`src/design/fapp_div_cell.sv`:
```
`default_nettype none
module fapp_div_cell (
  input  logic        clk_i,
  input  logic [24:0] rem_i,
  input  logic [23:0] num_i,
  input  logic [15:0] den_i,
  input  logic [23:0] quo_i,
  output logic [24:0] rem_o,
  output logic [23:0] num_o,
  output logic [15:0] den_o,
  output logic [23:0] quo_o
);

  logic [24:0] sh;
  logic [24:0] diff;

  assign sh   = {rem_i[23:0], num_i[23]};
  assign diff = sh - {9'd0, den_i};

  always_ff @(posedge clk_i) begin
    rem_o <= diff[24] ? sh : diff;
    quo_o <= {quo_i[22:0], ~diff[24]};
    num_o <= {num_i[22:0], 1'b0};
    den_o <= den_i;
  end

endmodule
`default_nettype wire

```
`config.mk`:
```
export PLATFORM = sky130hd
export DESIGN_NAME = fapp_div_cell
export DESIGN_NICKNAME = d
export VERILOG_FILES = /design/src/design/fapp_div_cell.sv
export SDC_FILE = /design/constraint.sdc
export NUM_CORES = 1
export LEC_CHECK = 0
export ABC_CLOCK_PERIOD_IN_PS = 8100
export BUFFER_PORTS_ARGS = -buffer_cell sky130_fd_sc_hd__buf_2
export CAP_MARGIN = 15
export CORE_MARGIN = 10
export CORE_UTILIZATION = 36
export CTS_CLUSTER_DIAMETER = 50
export DETAILED_ROUTE_END_ITERATION = 10
export GPL_ROUTABILITY_DRIVEN = 0
export PLACE_DENSITY = 0.68
export SLEW_MARGIN = 10
export SYNTH_ARGS = -nofsm -noshare
export SYNTH_HDL_FRONTEND = slang
export SYNTH_SLANG_ARGS = --single-unit
```
`constraint.sdc`:
```
create_clock -name clk_i -period 8.1 [get_ports clk_i]
set_input_delay 0.81 -clock clk_i [delete_from_list [all_inputs] [get_ports clk_i]]
set_output_delay 0.81 -clock clk_i [all_outputs]
set_load 0.01 [all_outputs]
```
-- Word-level counts from Yosys, hierarchy flattened
Index checks and enable logic that the tools add are counted.
- add/sub/neg operators: 1
- multipliers: 0
- divide/modulo/power cells: 0
- magnitude comparators: 0
- eq/ne operators: 0
- shifts and indexed selects: 0
- muxes and demuxes: 1
- bitwise gates (word level): 1
- reduce and logical (&&, ||, !) cells: 0
- operators with widths (cell ; number):
    subtractor 25 x 16 -> 25 bit ; 1
    2-to-1 mux 24 bit ; 1
    NOT 1 bit ; 1
- register bits after elaboration: 88
- latch bits: 0
- RAM bits: 0
- ROM bits: 0
- output and inout port bits: 89
- logic and storage cells: 8
- memories: 0

-- Longest topological paths before layout
- depth after elaboration: 2
- depth in mapped cells: 11

-- Worst setup path after synthesis
Ideal clock, no wire load.
- path type: input-to-reg
- start: input rem_i[15]
- end: register rem_o[19]
- arrival time: 2978 ps
- slack: 5004 ps
- stages on the path: 8
- path buffers: 0
- cell sequence: or4_1 -> or3_1 -> or3_4 -> a211oi_4 -> xor2_2 -> inv_2 -> and4b_1 -> xor2_1
- longest elaborated chain between the ends: 2
- ends and longest elaborated chain (element ; RTL line ; source):
    from (decl) ; 4 ; input logic [24:0] rem_i,
    subtractor 25 x 16 -> 25 bit ; 18 ; assign diff = sh - {9'd0, den_i};
    2-to-1 mux 24 bit ; 21 ; rem_o <= diff[24] ? sh : diff;
    to (signal assigned) ; 21 ;
    to (decl) ; 8 ; output logic [24:0] rem_o,
No other way between the ends.
A chain may end at the register's enable or synchronous reset.

-- Final worst setup path
- start: input num_i[23]
- end: register rem_o[17]
- longest elaborated chain between the ends: 2
- ends and longest elaborated chain (element ; RTL line ; source):
    from (decl) ; 5 ; input logic [23:0] num_i,
    subtractor 25 x 16 -> 25 bit ; 18 ;
    2-to-1 mux 24 bit ; 21 ;
No other way between the ends.

==> impl_metrics.py <==
metrics = {
    "timing": {
        "worst_pin_slew_ps": 541,
        "slew-limit-headroom_pct": 63.8,
        "period_share_pct": 39.9,
        "clock.fmax_mhz": 310,
        "setup_viol_count_final": 0,
        "whs_ps": 562,
        "slew_violations": 0,
        "tns_ps": 0,
        "setup_ws_ps": 4870,
        "min_period_ps": 3230,
        "hold_viol_final": 0,
        "grt_setup_unrepaired": "false",
    },
    "floorplan": {
        "io-pin-count": 179,
        "rows": 33,
        "die_h_um": 112,
        "initial_core_util_pct": 36.9,
        "coreArea_sq_mm": 0.00822,
        "die_w_um": 112,
        "dieArea_sq_mm": 0.0125,
    },
    "route": {
        "wirelength_um": 8790,
        "drt-wirelength-per-cell_um": 15.4,
        "avgViaCountPerCell": 4.55,
        "drc_errors": 0,
        "firstDrtPassIters": 4,
        "vias": 2602,
        "ant_nets": 0,
        "drtIter0Drc": 80,
    },
    "clock_network": {
        "post_cts_buffers": 0,
        "cts_resized": 0,
        "hold_buffers": 0,
        "clk_pin_slew_ps": 90,
        "clock-sinks": 88,
        "clockRootBuffer": "clkbuf_8",
        "tritoncts": "built",
        "numCtsBuffers": 9,
        "clockBufferDepth": 2,
        "htree_levels": 3,
    },
    "run_status": {
        "status": "finished clean",
    },
    "synthesis": {
        "async_flop_share_pct": 0,
        "synth.avg_cell_area_sq_um": 10.6,
        "syn_area_sq_mm": 0.00303,
        "ys_seq_area_share_pct": 58.1,
        "synth_cells": 285,
        "synth_edf_count": 0,
        "synth-main-ff-cell": "dfxtp_1",
        "ys_seq_elements": 88,
        "synth_area_leader_cell": "dfxtp_1",
        "syn_nets": 392,
        "yosysUniqueCellTypes": 43,
        "yosys-top-cells-area": "dfxtp_1 58%, ha_1 6.6%, xor2_1 3.5%, nand2_1 3.1%, a21oi_1 2.6%",
        "synth_top_area_share_pct": 58.1,
        "yosys_warnings": 0,
    },
    "pwr": {
        "p_leak_nw": 2.13,
        "net-switching-power_uw": 250,
        "power_density_mw_per_mm2": 223,
        "swShare_pct": 26.7,
        "p_total_uw": 939,
        "p_int_uw": 689,
        "pwr-share-seq_pct": 50.1,
        "pwr-share-comb_pct": 17.1,
        "p_clk_share_pct": 32.8,
        "ir_drop_v": 0.0000976,
    },
    "layout": {
        "n_fill_cell": 770,
        "stdcell_area_sq_mm": 0.00421,
        "syn_to_final_growth_pct": 38.7,
        "fin_util_pct": 51.2,
        "finalNetCount": 569,
        "insertedDiodeCount": 0,
        "final_cells": 572,
        "final_layout_size_suffix_gt1_share_pct": 41.8,
    },
    "global_routing": {
        "grt_overflow": 0,
        "first_global_vias": 2600,
        "grt_max_degree": 35,
        "antenna_found_initial": 0,
        "gr-usage-all-layers_pct": 13.2,
        "grt_pass1_wl_um": 13500,
    },
    "setup_path": {
        "critPathMaxFanout": 34,
        "cp.required_ps": 8370,
        "crit_path_start_kind": "input pin",
        "crit_chain": "buf_2, inv_1, ha_1, fa_1, nor2b_1, o2111ai_1, a31oi_1, a211oi_4, xor2_2, buf_4, nor4_1, xor2_1",
        "crit_arrival_ps": 3510,
        "cp-end-kind": "flop",
        "cpMaxStageDelayCell": "a31oi_1",
        "critical_path_class": "in -> reg",
        "max_stage_delay_ps": 500,
    },
    "hold_path": {
        "min_to": "num_o[9]$_DFF_P_",
        "hold_path.class": "in -> reg",
        "holdPathStages": 1,
        "min_from": "num_i[8]",
    },
    "placed_design": {
        "dpl.hpwl_um": 7280,
        "dpl_cell_area_sq_mm": 0.00400,
        "dpl_worst_slack_ps": 4510,
        "portBuffers": 175,
        "dp.cells": 556,
    },
    "run": {
        "cap_viol_max_count": 0,
    },
}
==> flip-flops by register name, summed over array words and instances, names as in the netlist <==
signal  count
den_o      16
num_o      23
quo_o      24
rem_o      25
==> layer usage <==
layer,vias up,GRT usage [%],share of wire (%)
li1,1319,-,-
met1,1156,14.5,40
met2,119,23.8,50
met3,8,4.24,8.7
met4,0,3.86,1.0
met5,-,0,0
==> cell families after synthesis <==
logic type / share of synthesized area (%)
compound gates: 13.5
xor+xnor: 6.60
fa+ha+maj: 7.26
buf+inv: 3.92
flops: 58.1
mux: 0.330
other cells: 0.124
simple gates: 10.1
==> synth_stat cells, types with 3 or more instances <==
library cell and instances:
dfxtp_1 88, nand2_1 25, inv_1 18, a21oi_1 16, ha_1 16, o21ai_1 14, nor2_1 13, xor2_1 12
xnor2_1 9, a21o_1 8, nor2b_1 7, clkbuf_1 6, nor3_1 6, o21ai_0 5, nand2b_1 3, nor4_1 3
o21a_1 3
==> cell type report <==
type / count / area, sq um / share of cell area [%]
flip-flops and latches: 88 / 1760 / 41.9
multi-input cells: 168 / 1150 / 27.4
repair buffers: 176 / 883 / 21.0
clock buffers: 11 / 141 / 3.36
well taps: 105 / 131 / 3.12
inverters: 19 / 71.3 / 1.70
clock inverters: 5 / 63.8 / 1.52
==> power groups by stage <==
stage / sequential, mW / combinational [mW] / clock (mW)
floorplan: 0.499 / 0.0717 / 0
global placement: 0.480 / 0.160 / 0
detailed placement: 0.481 / 0.162 / 0
CTS: 0.471 / 0.163 / 0.318
global route: 0.474 / 0.179 / 0.333
finish: 0.470 / 0.161 / 0.308
==> critical path, delay by kind of cell <==
family	cells	cell delay [ps]
buffers and inverters	3	360
adder cells (fa/ha/maj)	2	630
AO/OA/AOI/OAI	3	820
XOR/XNOR	2	340
AND/OR/NAND/NOR	2	530
==> layout by cell type (no fill, tap or decap), types with 6 or more instances in the layout <==
master | synthesis | layout
buf_2 | 2 | 175
dfxtp_1 | 88 | 88
nand2_1 | 25 | 25
inv_1 | 18 | 18
a21oi_1 | 16 | 16
ha_1 | 16 | 16
o21ai_1 | 14 | 14
nor2_1 | 13 | 13
xor2_1 | 12 | 12
clkbuf_8 | 0 | 10
xnor2_1 | 9 | 9
a21o_1 | 8 | 8
nor2b_1 | 7 | 7
nor3_1 | 6 | 6
==> worst max-delay path by stage <==
stage,startpoint,endpoint
CTS,num_i[23],rem_o[17]$_DFF_P_
global placement,num_i[23],rem_o[17]$_DFF_P_
detailed placement,rem_i[15],rem_o[19]$_DFF_P_
finish,num_i[23],rem_o[17]$_DFF_P_
floorplan,rem_i[15],rem_o[19]$_DFF_P_
global route,num_i[23],rem_o[19]$_DFF_P_
Power figures use the tool's default switching activity.
