[config.mk]
export PLATFORM = sky130hd
export DESIGN_NAME = fapp_cordic
export DESIGN_NICKNAME = d
export VERILOG_FILES = /design/src/design/fapp_pkg.sv /design/src/design/fapp_cordic_cell.sv /design/src/design/fapp_cordic.sv
export SDC_FILE = /design/constraint.sdc
export NUM_CORES = 2
export LEC_CHECK = 0
export BUFFER_PORTS_ARGS = -buffer_cell sky130_fd_sc_hd__clkbuf_2
export CORE_UTILIZATION = 59
export DETAILED_ROUTE_END_ITERATION = 12
export PLACE_DENSITY = 0.78
export SLEW_MARGIN = 20
export SYNTH_ARGS = -nofsm -noshare
export SYNTH_HDL_FRONTEND = slang
export SYNTH_SLANG_ARGS = --single-unit
export TNS_END_PERCENT = 50
[constraint.sdc]
create_clock -name clk_i -period 4.2 [get_ports clk_i]
set_clock_uncertainty 0.15 [all_clocks]
set_input_delay 0.21 -clock clk_i [delete_from_list [all_inputs] [get_ports clk_i]]
set_output_delay 0.21 -clock clk_i [all_outputs]
set_load 0.05 [all_outputs]
[src/design/fapp_pkg.sv]
`default_nettype none
package fapp_pkg;

  localparam int unsigned CordicStagesDef = 16;
  localparam int unsigned AtanEntries = 24;
  localparam int unsigned DivSteps = 24;
  localparam logic [31:0] CordicStart = 32'd652032874;
  localparam logic [23:0] YawK = 24'd10937044;
  localparam logic [15:0] MinSpeed = 16'd26;

  localparam logic [13:0] WheelBaseRst = 14'd2790;
  localparam logic [12:0] MaxPreviewRst = 13'd1000;
  localparam logic [15:0] PreviewDistRst = 16'd5000;

  typedef enum logic [1:0] {
    RegWheelBase = 2'd0,
    RegMaxPreview = 2'd1,
    RegPreviewDist = 2'd2,
    RegPreviewEn = 2'd3
  } cfg_reg_e;

  typedef struct packed {
    logic signed [31:0] x;
    logic signed [31:0] y;
    logic signed [32:0] z;
    logic               flip;
  } cordic_vec_t;

  function automatic logic [31:0] atan_turn(input int unsigned i);
    logic [31:0] r;
    r = 32'd0;
    case (i)
      0: r = 32'h20000000;  1: r = 32'h12E4051E;  2: r = 32'h09FB385B;
      3: r = 32'h051111D4;  4: r = 32'h028B0D43;  5: r = 32'h0145D7E1;
      6: r = 32'h00A2F61E;  7: r = 32'h00517C55;  8: r = 32'h0028BE53;
      9: r = 32'h00145F2F;  10: r = 32'h000A2F98; 11: r = 32'h000517CC;
      12: r = 32'h00028BE6; 13: r = 32'h000145F3; 14: r = 32'h0000A2F9;
      15: r = 32'h0000517C; 16: r = 32'h000028BE; 17: r = 32'h0000145F;
      18: r = 32'h00000A2F; 19: r = 32'h00000517; 20: r = 32'h0000028B;
      21: r = 32'h00000145; 22: r = 32'h000000A2; 23: r = 32'h00000051;
      default: r = 32'd0;
    endcase
    return r;
  endfunction

endpackage
`default_nettype wire

[src/design/fapp_cordic_cell.sv]
`default_nettype none
module fapp_cordic_cell
  import fapp_pkg::*;
#(
  parameter int unsigned Shift = 0
) (
  input  logic        clk_i,
  input  cordic_vec_t vec_i,
  output cordic_vec_t vec_o
);

  cordic_vec_t vec_d, vec_q;
  logic [31:0] atan_c;

  assign atan_c = (Shift < AtanEntries) ? atan_turn(Shift) : 32'd0;

  always_comb begin
    vec_d = vec_i;
    if (!vec_i.z[32]) begin
      vec_d.x = vec_i.x - (vec_i.y >>> Shift);
      vec_d.y = vec_i.y + (vec_i.x >>> Shift);
      vec_d.z = vec_i.z - $signed({1'b0, atan_c});
    end else begin
      vec_d.x = vec_i.x + (vec_i.y >>> Shift);
      vec_d.y = vec_i.y - (vec_i.x >>> Shift);
      vec_d.z = vec_i.z + $signed({1'b0, atan_c});
    end
  end

  always_ff @(posedge clk_i) begin
    vec_q <= vec_d;
  end

  assign vec_o = vec_q;

endmodule
`default_nettype wire

[src/design/fapp_cordic.sv]
`default_nettype none
module fapp_cordic
  import fapp_pkg::*;
#(
  parameter int unsigned CordicStages = CordicStagesDef
) (
  input  logic               clk_i,
  input  logic        [31:0] ang_i,
  output logic signed [31:0] cos_o,
  output logic signed [31:0] sin_o
);

  cordic_vec_t chain [CordicStages+1];
  logic [31:0] ang_f;
  logic        flip;

  always_comb begin
    ang_f = ang_i;
    flip  = 1'b0;
    if (ang_i[31] != ang_i[30]) begin
      ang_f = ang_i - 32'h80000000;
      flip  = 1'b1;
    end
  end

  assign chain[0] = '{x: $signed(CordicStart), y: 32'sd0,
                      z: $signed({ang_f[31], ang_f}), flip: flip};

  for (genvar g = 0; g < CordicStages; g++) begin : g_cell
    fapp_cordic_cell #(.Shift(g)) u_cell (
      .clk_i(clk_i), .vec_i(chain[g]), .vec_o(chain[g+1])
    );
  end

  assign cos_o = chain[CordicStages].flip ? -chain[CordicStages].x : chain[CordicStages].x;
  assign sin_o = chain[CordicStages].flip ? -chain[CordicStages].y : chain[CordicStages].y;

endmodule
`default_nettype wire

* After elaboration in Yosys (flattened, before gate mapping)
Cells that the tools add are included.
** Word-level totals
- Bits of input ports :: 33
- Register bits after elaboration :: 1533
- Word-level logic and storage cells :: 179
** Cells by class
- Equality and inequality tests :: 1
- Add/sub/neg operators :: 95
- Mux-type cells :: 20
** Operators with widths (count)
- 97-bit two-way mux :: 15
- 32-bit by 30-bit adder with 32-bit output :: 3
- 32-bit two-way mux :: 3
- 32-bit by 30-bit subtractor with 32-bit output :: 3
- 65-bit two-way mux :: 1
- 32-bit by 17-bit adder with 32-bit output :: 2
- 32-bit by 18-bit adder with 32-bit output :: 2
- 32-bit by 19-bit adder with 32-bit output :: 2
- 32-bit by 20-bit adder with 32-bit output :: 2
- 32-bit by 21-bit adder with 32-bit output :: 2
- 32-bit by 22-bit adder with 32-bit output :: 2
- 32-bit by 23-bit adder with 32-bit output :: 2
- 32-bit by 24-bit adder with 32-bit output :: 2
- 32-bit by 25-bit adder with 32-bit output :: 2
- 32-bit by 26-bit adder with 32-bit output :: 2
- 32-bit by 27-bit adder with 32-bit output :: 2
- 32-bit by 28-bit adder with 32-bit output :: 2
- 32-bit by 29-bit adder with 32-bit output :: 2
- 32-bit negation :: 2
- 32-bit by 17-bit subtractor with 32-bit output :: 2
- 32-bit by 18-bit subtractor with 32-bit output :: 2
- 32-bit by 19-bit subtractor with 32-bit output :: 2
- 32-bit by 20-bit subtractor with 32-bit output :: 2
- 32-bit by 21-bit subtractor with 32-bit output :: 2
- other kinds (45) :: 53

* Logic depth before layout (Yosys ltp)
- Word-level depth :: 4
- Mapped depth :: 21
- Mapped depth without buffers :: 21

* Hierarchy
From an unflattened synthesis, not the netlist that was laid out.
** Second synthesis, totals
- Cells, all modules :: 15313
- Area, all modules :: 127990.3 sq um
** By module, submodules not included
- fapp_cordic_cell (g_cell[2].u_cell) :: instances 1, seq. area each 1961.9 sq um, area an instance 8199.1 sq um, cells an instance 1002
- fapp_cordic_cell (g_cell[9].u_cell) :: instances 1, seq. area each 1961.9 sq um, area an instance 8102.8 sq um, cells an instance 965
- fapp_cordic_cell (g_cell[14].u_cell) :: instances 1, seq. area each 1961.9 sq um, area an instance 8069.0 sq um, cells an instance 962
- fapp_cordic_cell (g_cell[6].u_cell) :: instances 1, seq. area each 1961.9 sq um, area an instance 8056.5 sq um, cells an instance 980
- fapp_cordic_cell (g_cell[10].u_cell) :: instances 1, seq. area each 1961.9 sq um, area an instance 8052.7 sq um, cells an instance 969
- fapp_cordic_cell (g_cell[1].u_cell) :: instances 1, seq. area each 1961.9 sq um, area an instance 8040.2 sq um, cells an instance 963
- fapp_cordic_cell (g_cell[7].u_cell) :: instances 1, seq. area each 1961.9 sq um, area an instance 7976.4 sq um, cells an instance 954
- fapp_cordic_cell (g_cell[5].u_cell) :: instances 1, seq. area each 1961.9 sq um, area an instance 7951.4 sq um, cells an instance 947
- fapp_cordic_cell (g_cell[8].u_cell) :: instances 1, seq. area each 1961.9 sq um, area an instance 7921.3 sq um, cells an instance 931
- fapp_cordic_cell (g_cell[4].u_cell) :: instances 1, seq. area each 1961.9 sq um, area an instance 7910.1 sq um, cells an instance 945
- fapp_cordic_cell (g_cell[13].u_cell) :: instances 1, seq. area each 1961.9 sq um, area an instance 7820.0 sq um, cells an instance 909
- fapp_cordic_cell (g_cell[12].u_cell) :: instances 1, seq. area each 1961.9 sq um, area an instance 7790.0 sq um, cells an instance 905
- fapp_cordic_cell (g_cell[3].u_cell) :: instances 1, seq. area each 1961.9 sq um, area an instance 7775.0 sq um, cells an instance 909
- fapp_cordic_cell (g_cell[15].u_cell) :: instances 1, seq. area each 1961.9 sq um, area an instance 7749.9 sq um, cells an instance 916
- +3 rows

* Worst setup path before layout
No wires, ideal clock.
- Kind :: flip-flop to flip-flop
- From :: register g_cell[1].u_cell.vec_q, in the netlist g_cell[1].u_cell.vec_o[33]
- To :: register g_cell[2].u_cell.vec_q, in the netlist g_cell[2].u_cell.vec_o[90]
- Path buffers :: 2
- Path slack :: -0.270 ns
- Arrival :: 4.248 ns
- Stages on the path, launching flop included :: 17
- Path through :: dfxtp_1 > clkbuf_1 > clkbuf_1 > inv_1 > o21ai_0 > xnor2_1 > ha_1 > nor3_1 > nor4_1 > a2111oi_2 > a21oi_1 > nor4_2 > nor2_1 > a211o_1 > a311o_1 > a21oi_1 > xnor2_1
** RTL lines
- from (decl) :: RTL line fapp_cordic_cell.sv:12 : cordic_vec_t vec_d, vec_q;
- from (signal assigned) :: RTL line fapp_cordic_cell.sv:31 : vec_q <= vec_d;
- to (signal assigned) :: RTL line fapp_cordic_cell.sv:31
- to (decl) :: RTL line fapp_cordic_cell.sv:12

==> results.toml <==
[synthesis]
syn-instance-count = 12571
ys_top_cells_by_area = "dfxtp_1 (27%), ha_1 (17%), xnor2_1 (9.6%)"
synth_top_area_share_pct = 26.6
synth_commonest_cells = "ha_1 (1425), dfxtp_1 (1419), a21oi_1 (1397), xnor2_1 (1166), nor2_1 (1036)"
synth.most_common_cell = "ha_1"
syn_area_um2 = 107000
synth-main-ff-cell = "dfxtp_1"
synth_cell_types = 97
synth.avg_cell_area_um2 = 8.49
async_flop_share_pct = 0
yosysWarnings = 0
yosysSeqAreaShare_pct = 26.6
synth_seq_cells = 1419
syn-num-nets = 14073
yosysTopAreaCell = "dfxtp_1"
synth-edff-count = 0

[detailed_routing]
drc = 0
dr.first_iter.drc_count = 7143
ant_nets = 0
detail_route.wl_per_cell_um = 19.6
drt_pass1_iterations = 6
num_vias = 98444
via_per_inst = 6.03
wl_um = 319000

[worst_setup_path]
cp.required_ps = 4800
rr_worst_depth = 20
crit_path_start = "g_cell[8].u_cell.vec_o[75]"
crit_path_end_kind = "flip-flop"
crit_cells = 20
cpMostUsedCell = "and3_1"
path_max_fanout = 4
r2r-start = "g_cell[8].u_cell.vec_o[75]"
critPathSlowestCell = "or4_4"
reg2reg_slack_ps = -100
start_kind = "flip-flop"
path_buf_inv = 1
path_cells = "inv_2 -> ha_4 -> nand2b_4 -> or4_4 -> nor2_4 -> nand3b_1 -> or2_4 -> nor4_4 -> nor2_1 -> xnor2_1 -> ha_1 -> and3_1 -> and3_1 -> o31ai_2 -> a31oi_1 -> o21a_1 -> o2111ai_2 -> nand3_2 -> a2111o_1 -> o211ai_1"
reg2reg_to = "g_cell[9].u_cell.vec_o[64]"
crit_arrival_ps = 4900
crit_end = "g_cell[9].u_cell.vec_o[64]"
max_stage_delay_ps = 440
cp_top_family = "simple AND/OR/NAND/NOR gates"
crit_type = "reg -> reg"

[clock_network]
clkTransAtPathRegs_ps = 60
tritoncts = "yes"
numCtsBuffers = 157
clock_sinks = 1419
cts_htree_levels = 4
cts-root-buf = "clkbuf_16"
clockBufferDepth = 3
clk_latency_ps = 840

[sta]
slew_violations = 0
whs_ps = 82.6
fin_crit_sh_pct = 102
finalCriticalPeriod_ps = 4300
grt_setup_unrepaired = "yes"
max_freq_mhz = 232
post-route-worst-setup-slack_ps = -103
worstMarginPinSlew_ps = 1030
setup_violations = 9
finalHoldViolations = 0
maxSlewHeadroom_pct = 30.8

[outcome]
status = "finished with violations"
violations = "setup timing"

[floorplan]
rows = 155
die_w_um = 427
die_h_um = 427
core_area_um2 = 179000
num_io_pins = 97
dieArea_um2 = 183000
start_util_pct = 59.6

[place]
placed_cells = 15862
pre_cts_ws_ps = -393
placed_area_um2 = 117000
dpl.hpwl_um = 251000
port_buffers = 96
gp_congestion = 0.994

[cells_and_area]
fin_cells = 16335
fin_nets = 15354
largest_register_ffs = 1419
area_growth_pct = 19.8
finalInstanceArea_um2 = 128000
layout-drive-gt1-share_pct = 16.5
n_fill_cell = 13736

[flow_run]
maxCapViolations = 0

[grt]
grt_util_all_layers_pct = 33.4
grt_max_degree = 65
gr-total-overflow = 0
antenna_found_initial = 12
first_global_vias = 95656
grt_pass1_wl_um = 497000

[min_path]
hold_path.class = "in -> reg"
cell families (layout without fill, tap and decap cells):
family                     Yosys count  in the layout  synth area share [%]
AOI/OAI and AO/OA                 3820           3820                  22.7
and+or+nand+nor                   3217           3217                  14.7
xor gates and xnor gates          1786           1786                  14.7
adders and majority gates         1469           1469                  17.5
DFF                               1419           1419                  26.6
buffers and inverters              742           2147                  2.62
muxes                              117            117                  1.18
other                                1              5               0.00351
stage by stage:
stage	util (%)	setup TNS [ps]
3_5_place_dp	65.6	-8330
3_3_place_gp	65.6	-5510
6_report	71.5	-396
5_1_grt	71.5	-5410
4_1_cts	69.6	-501
2_1_floorplan	-	-124
how the worst min path moves through the flow:
| stage | from | to | slack [ps] | cells after the start |
|---|---|---|---|---|
| after global routing | ang_i[30] | g_cell[0].u_cell.vec_o[64] | 60 | 2 |
| after CTS | ang_i[30] | g_cell[0].u_cell.vec_o[64] | 40 | 2 |
| after global placement | g_cell[10].u_cell.vec_o[0] | g_cell[11].u_cell.vec_o[0] | 160 | 0 |
| after floorplan | ang_i[9] | g_cell[0].u_cell.vec_o[10] | 90 | 0 |
| after detailed placement | g_cell[3].u_cell.vec_o[0] | g_cell[4].u_cell.vec_o[0] | 160 | 0 |
| final | ang_i[30] | g_cell[0].u_cell.vec_o[64] | 80 | 2 |
placed cells by master (no fill, tap or decap), types with 36 or more instances in the layout:
cell type	instances
ha_1	1396
dfxtp_1	1371
a21oi_1	1314
xnor2_1	1148
buf_4	1144
nor2_1	999
a21o_1	687
xor2_1	614
nand2_1	566
o21ai_0	513
inv_1	512
nor3_1	298
nand3_1	227
o21a_1	185
clkbuf_16	159
nor2b_1	156
nand2b_1	148
o21bai_1	129
a31oi_1	111
and3_1	106
a211oi_1	102
nand4_1	99
or3_1	82
clkbuf_2	82
a21oi_2	78
nor4_1	70
mux2_2	65
and2_1	62
dlygate4sd3_1	62
o21ai_1	52
o211ai_1	52
mux2i_1	51
o31ai_1	49
fa_1	44
a211o_1	40
a31o_2	37
dfxtp_2	37
clkbuf_8	36
cell type report:
class                      count  area [um2]  area share [%]
sequential                  1419       28500            22.3
antenna                        4        10.0         0.00782
timing repair buffer        1332       10200            7.97
inverter                     532        2020            1.58
clock buffer                 212        4460            3.49
tap                         2355        2950            2.30
clock inverter                71         926           0.724
multi-input combinational  10410       78900            61.7
worst register-to-register path: stages (launching register included):
cell and delay (ps):
dfxtp_2 320, inv_2 60, ha_4 140, nand2b_4 50, or4_4 440, nor2_4 160
nand3b_1 120, or2_4 270, nor4_4 140, nor2_1 80, xnor2_1 130, ha_1 340
and3_1 180, and3_1 190, o31ai_2 180, a31oi_1 140, o21a_1 220, o2111ai_2 220
nand3_2 140, a2111o_1 420, o211ai_1 120
what timing repair did:
action | in CTS | in global routing
buffers inserted | 28 | 102
pin swaps | 109 | 351
endpoints found under the setup margin | 100 | 256
hold buffers | 62 | 0
hold endpoints to repair | 35 | 0
resized for setup | 227 | 610
routing by layer:
layer / track usage, % / part of all wire, % / wire, um
met4: 17.9 / 5.8 / 18500
met2: 59.1 / 49 / 155000
met1: 39.0 / 41 / 129000
met5: 0 / 0.015 / 49
met3: 4.35 / 5.1 / 16400
Power is not shown: default switching activity piles up to over one toggle a cycle in this logic, so the estimate is an artifact.
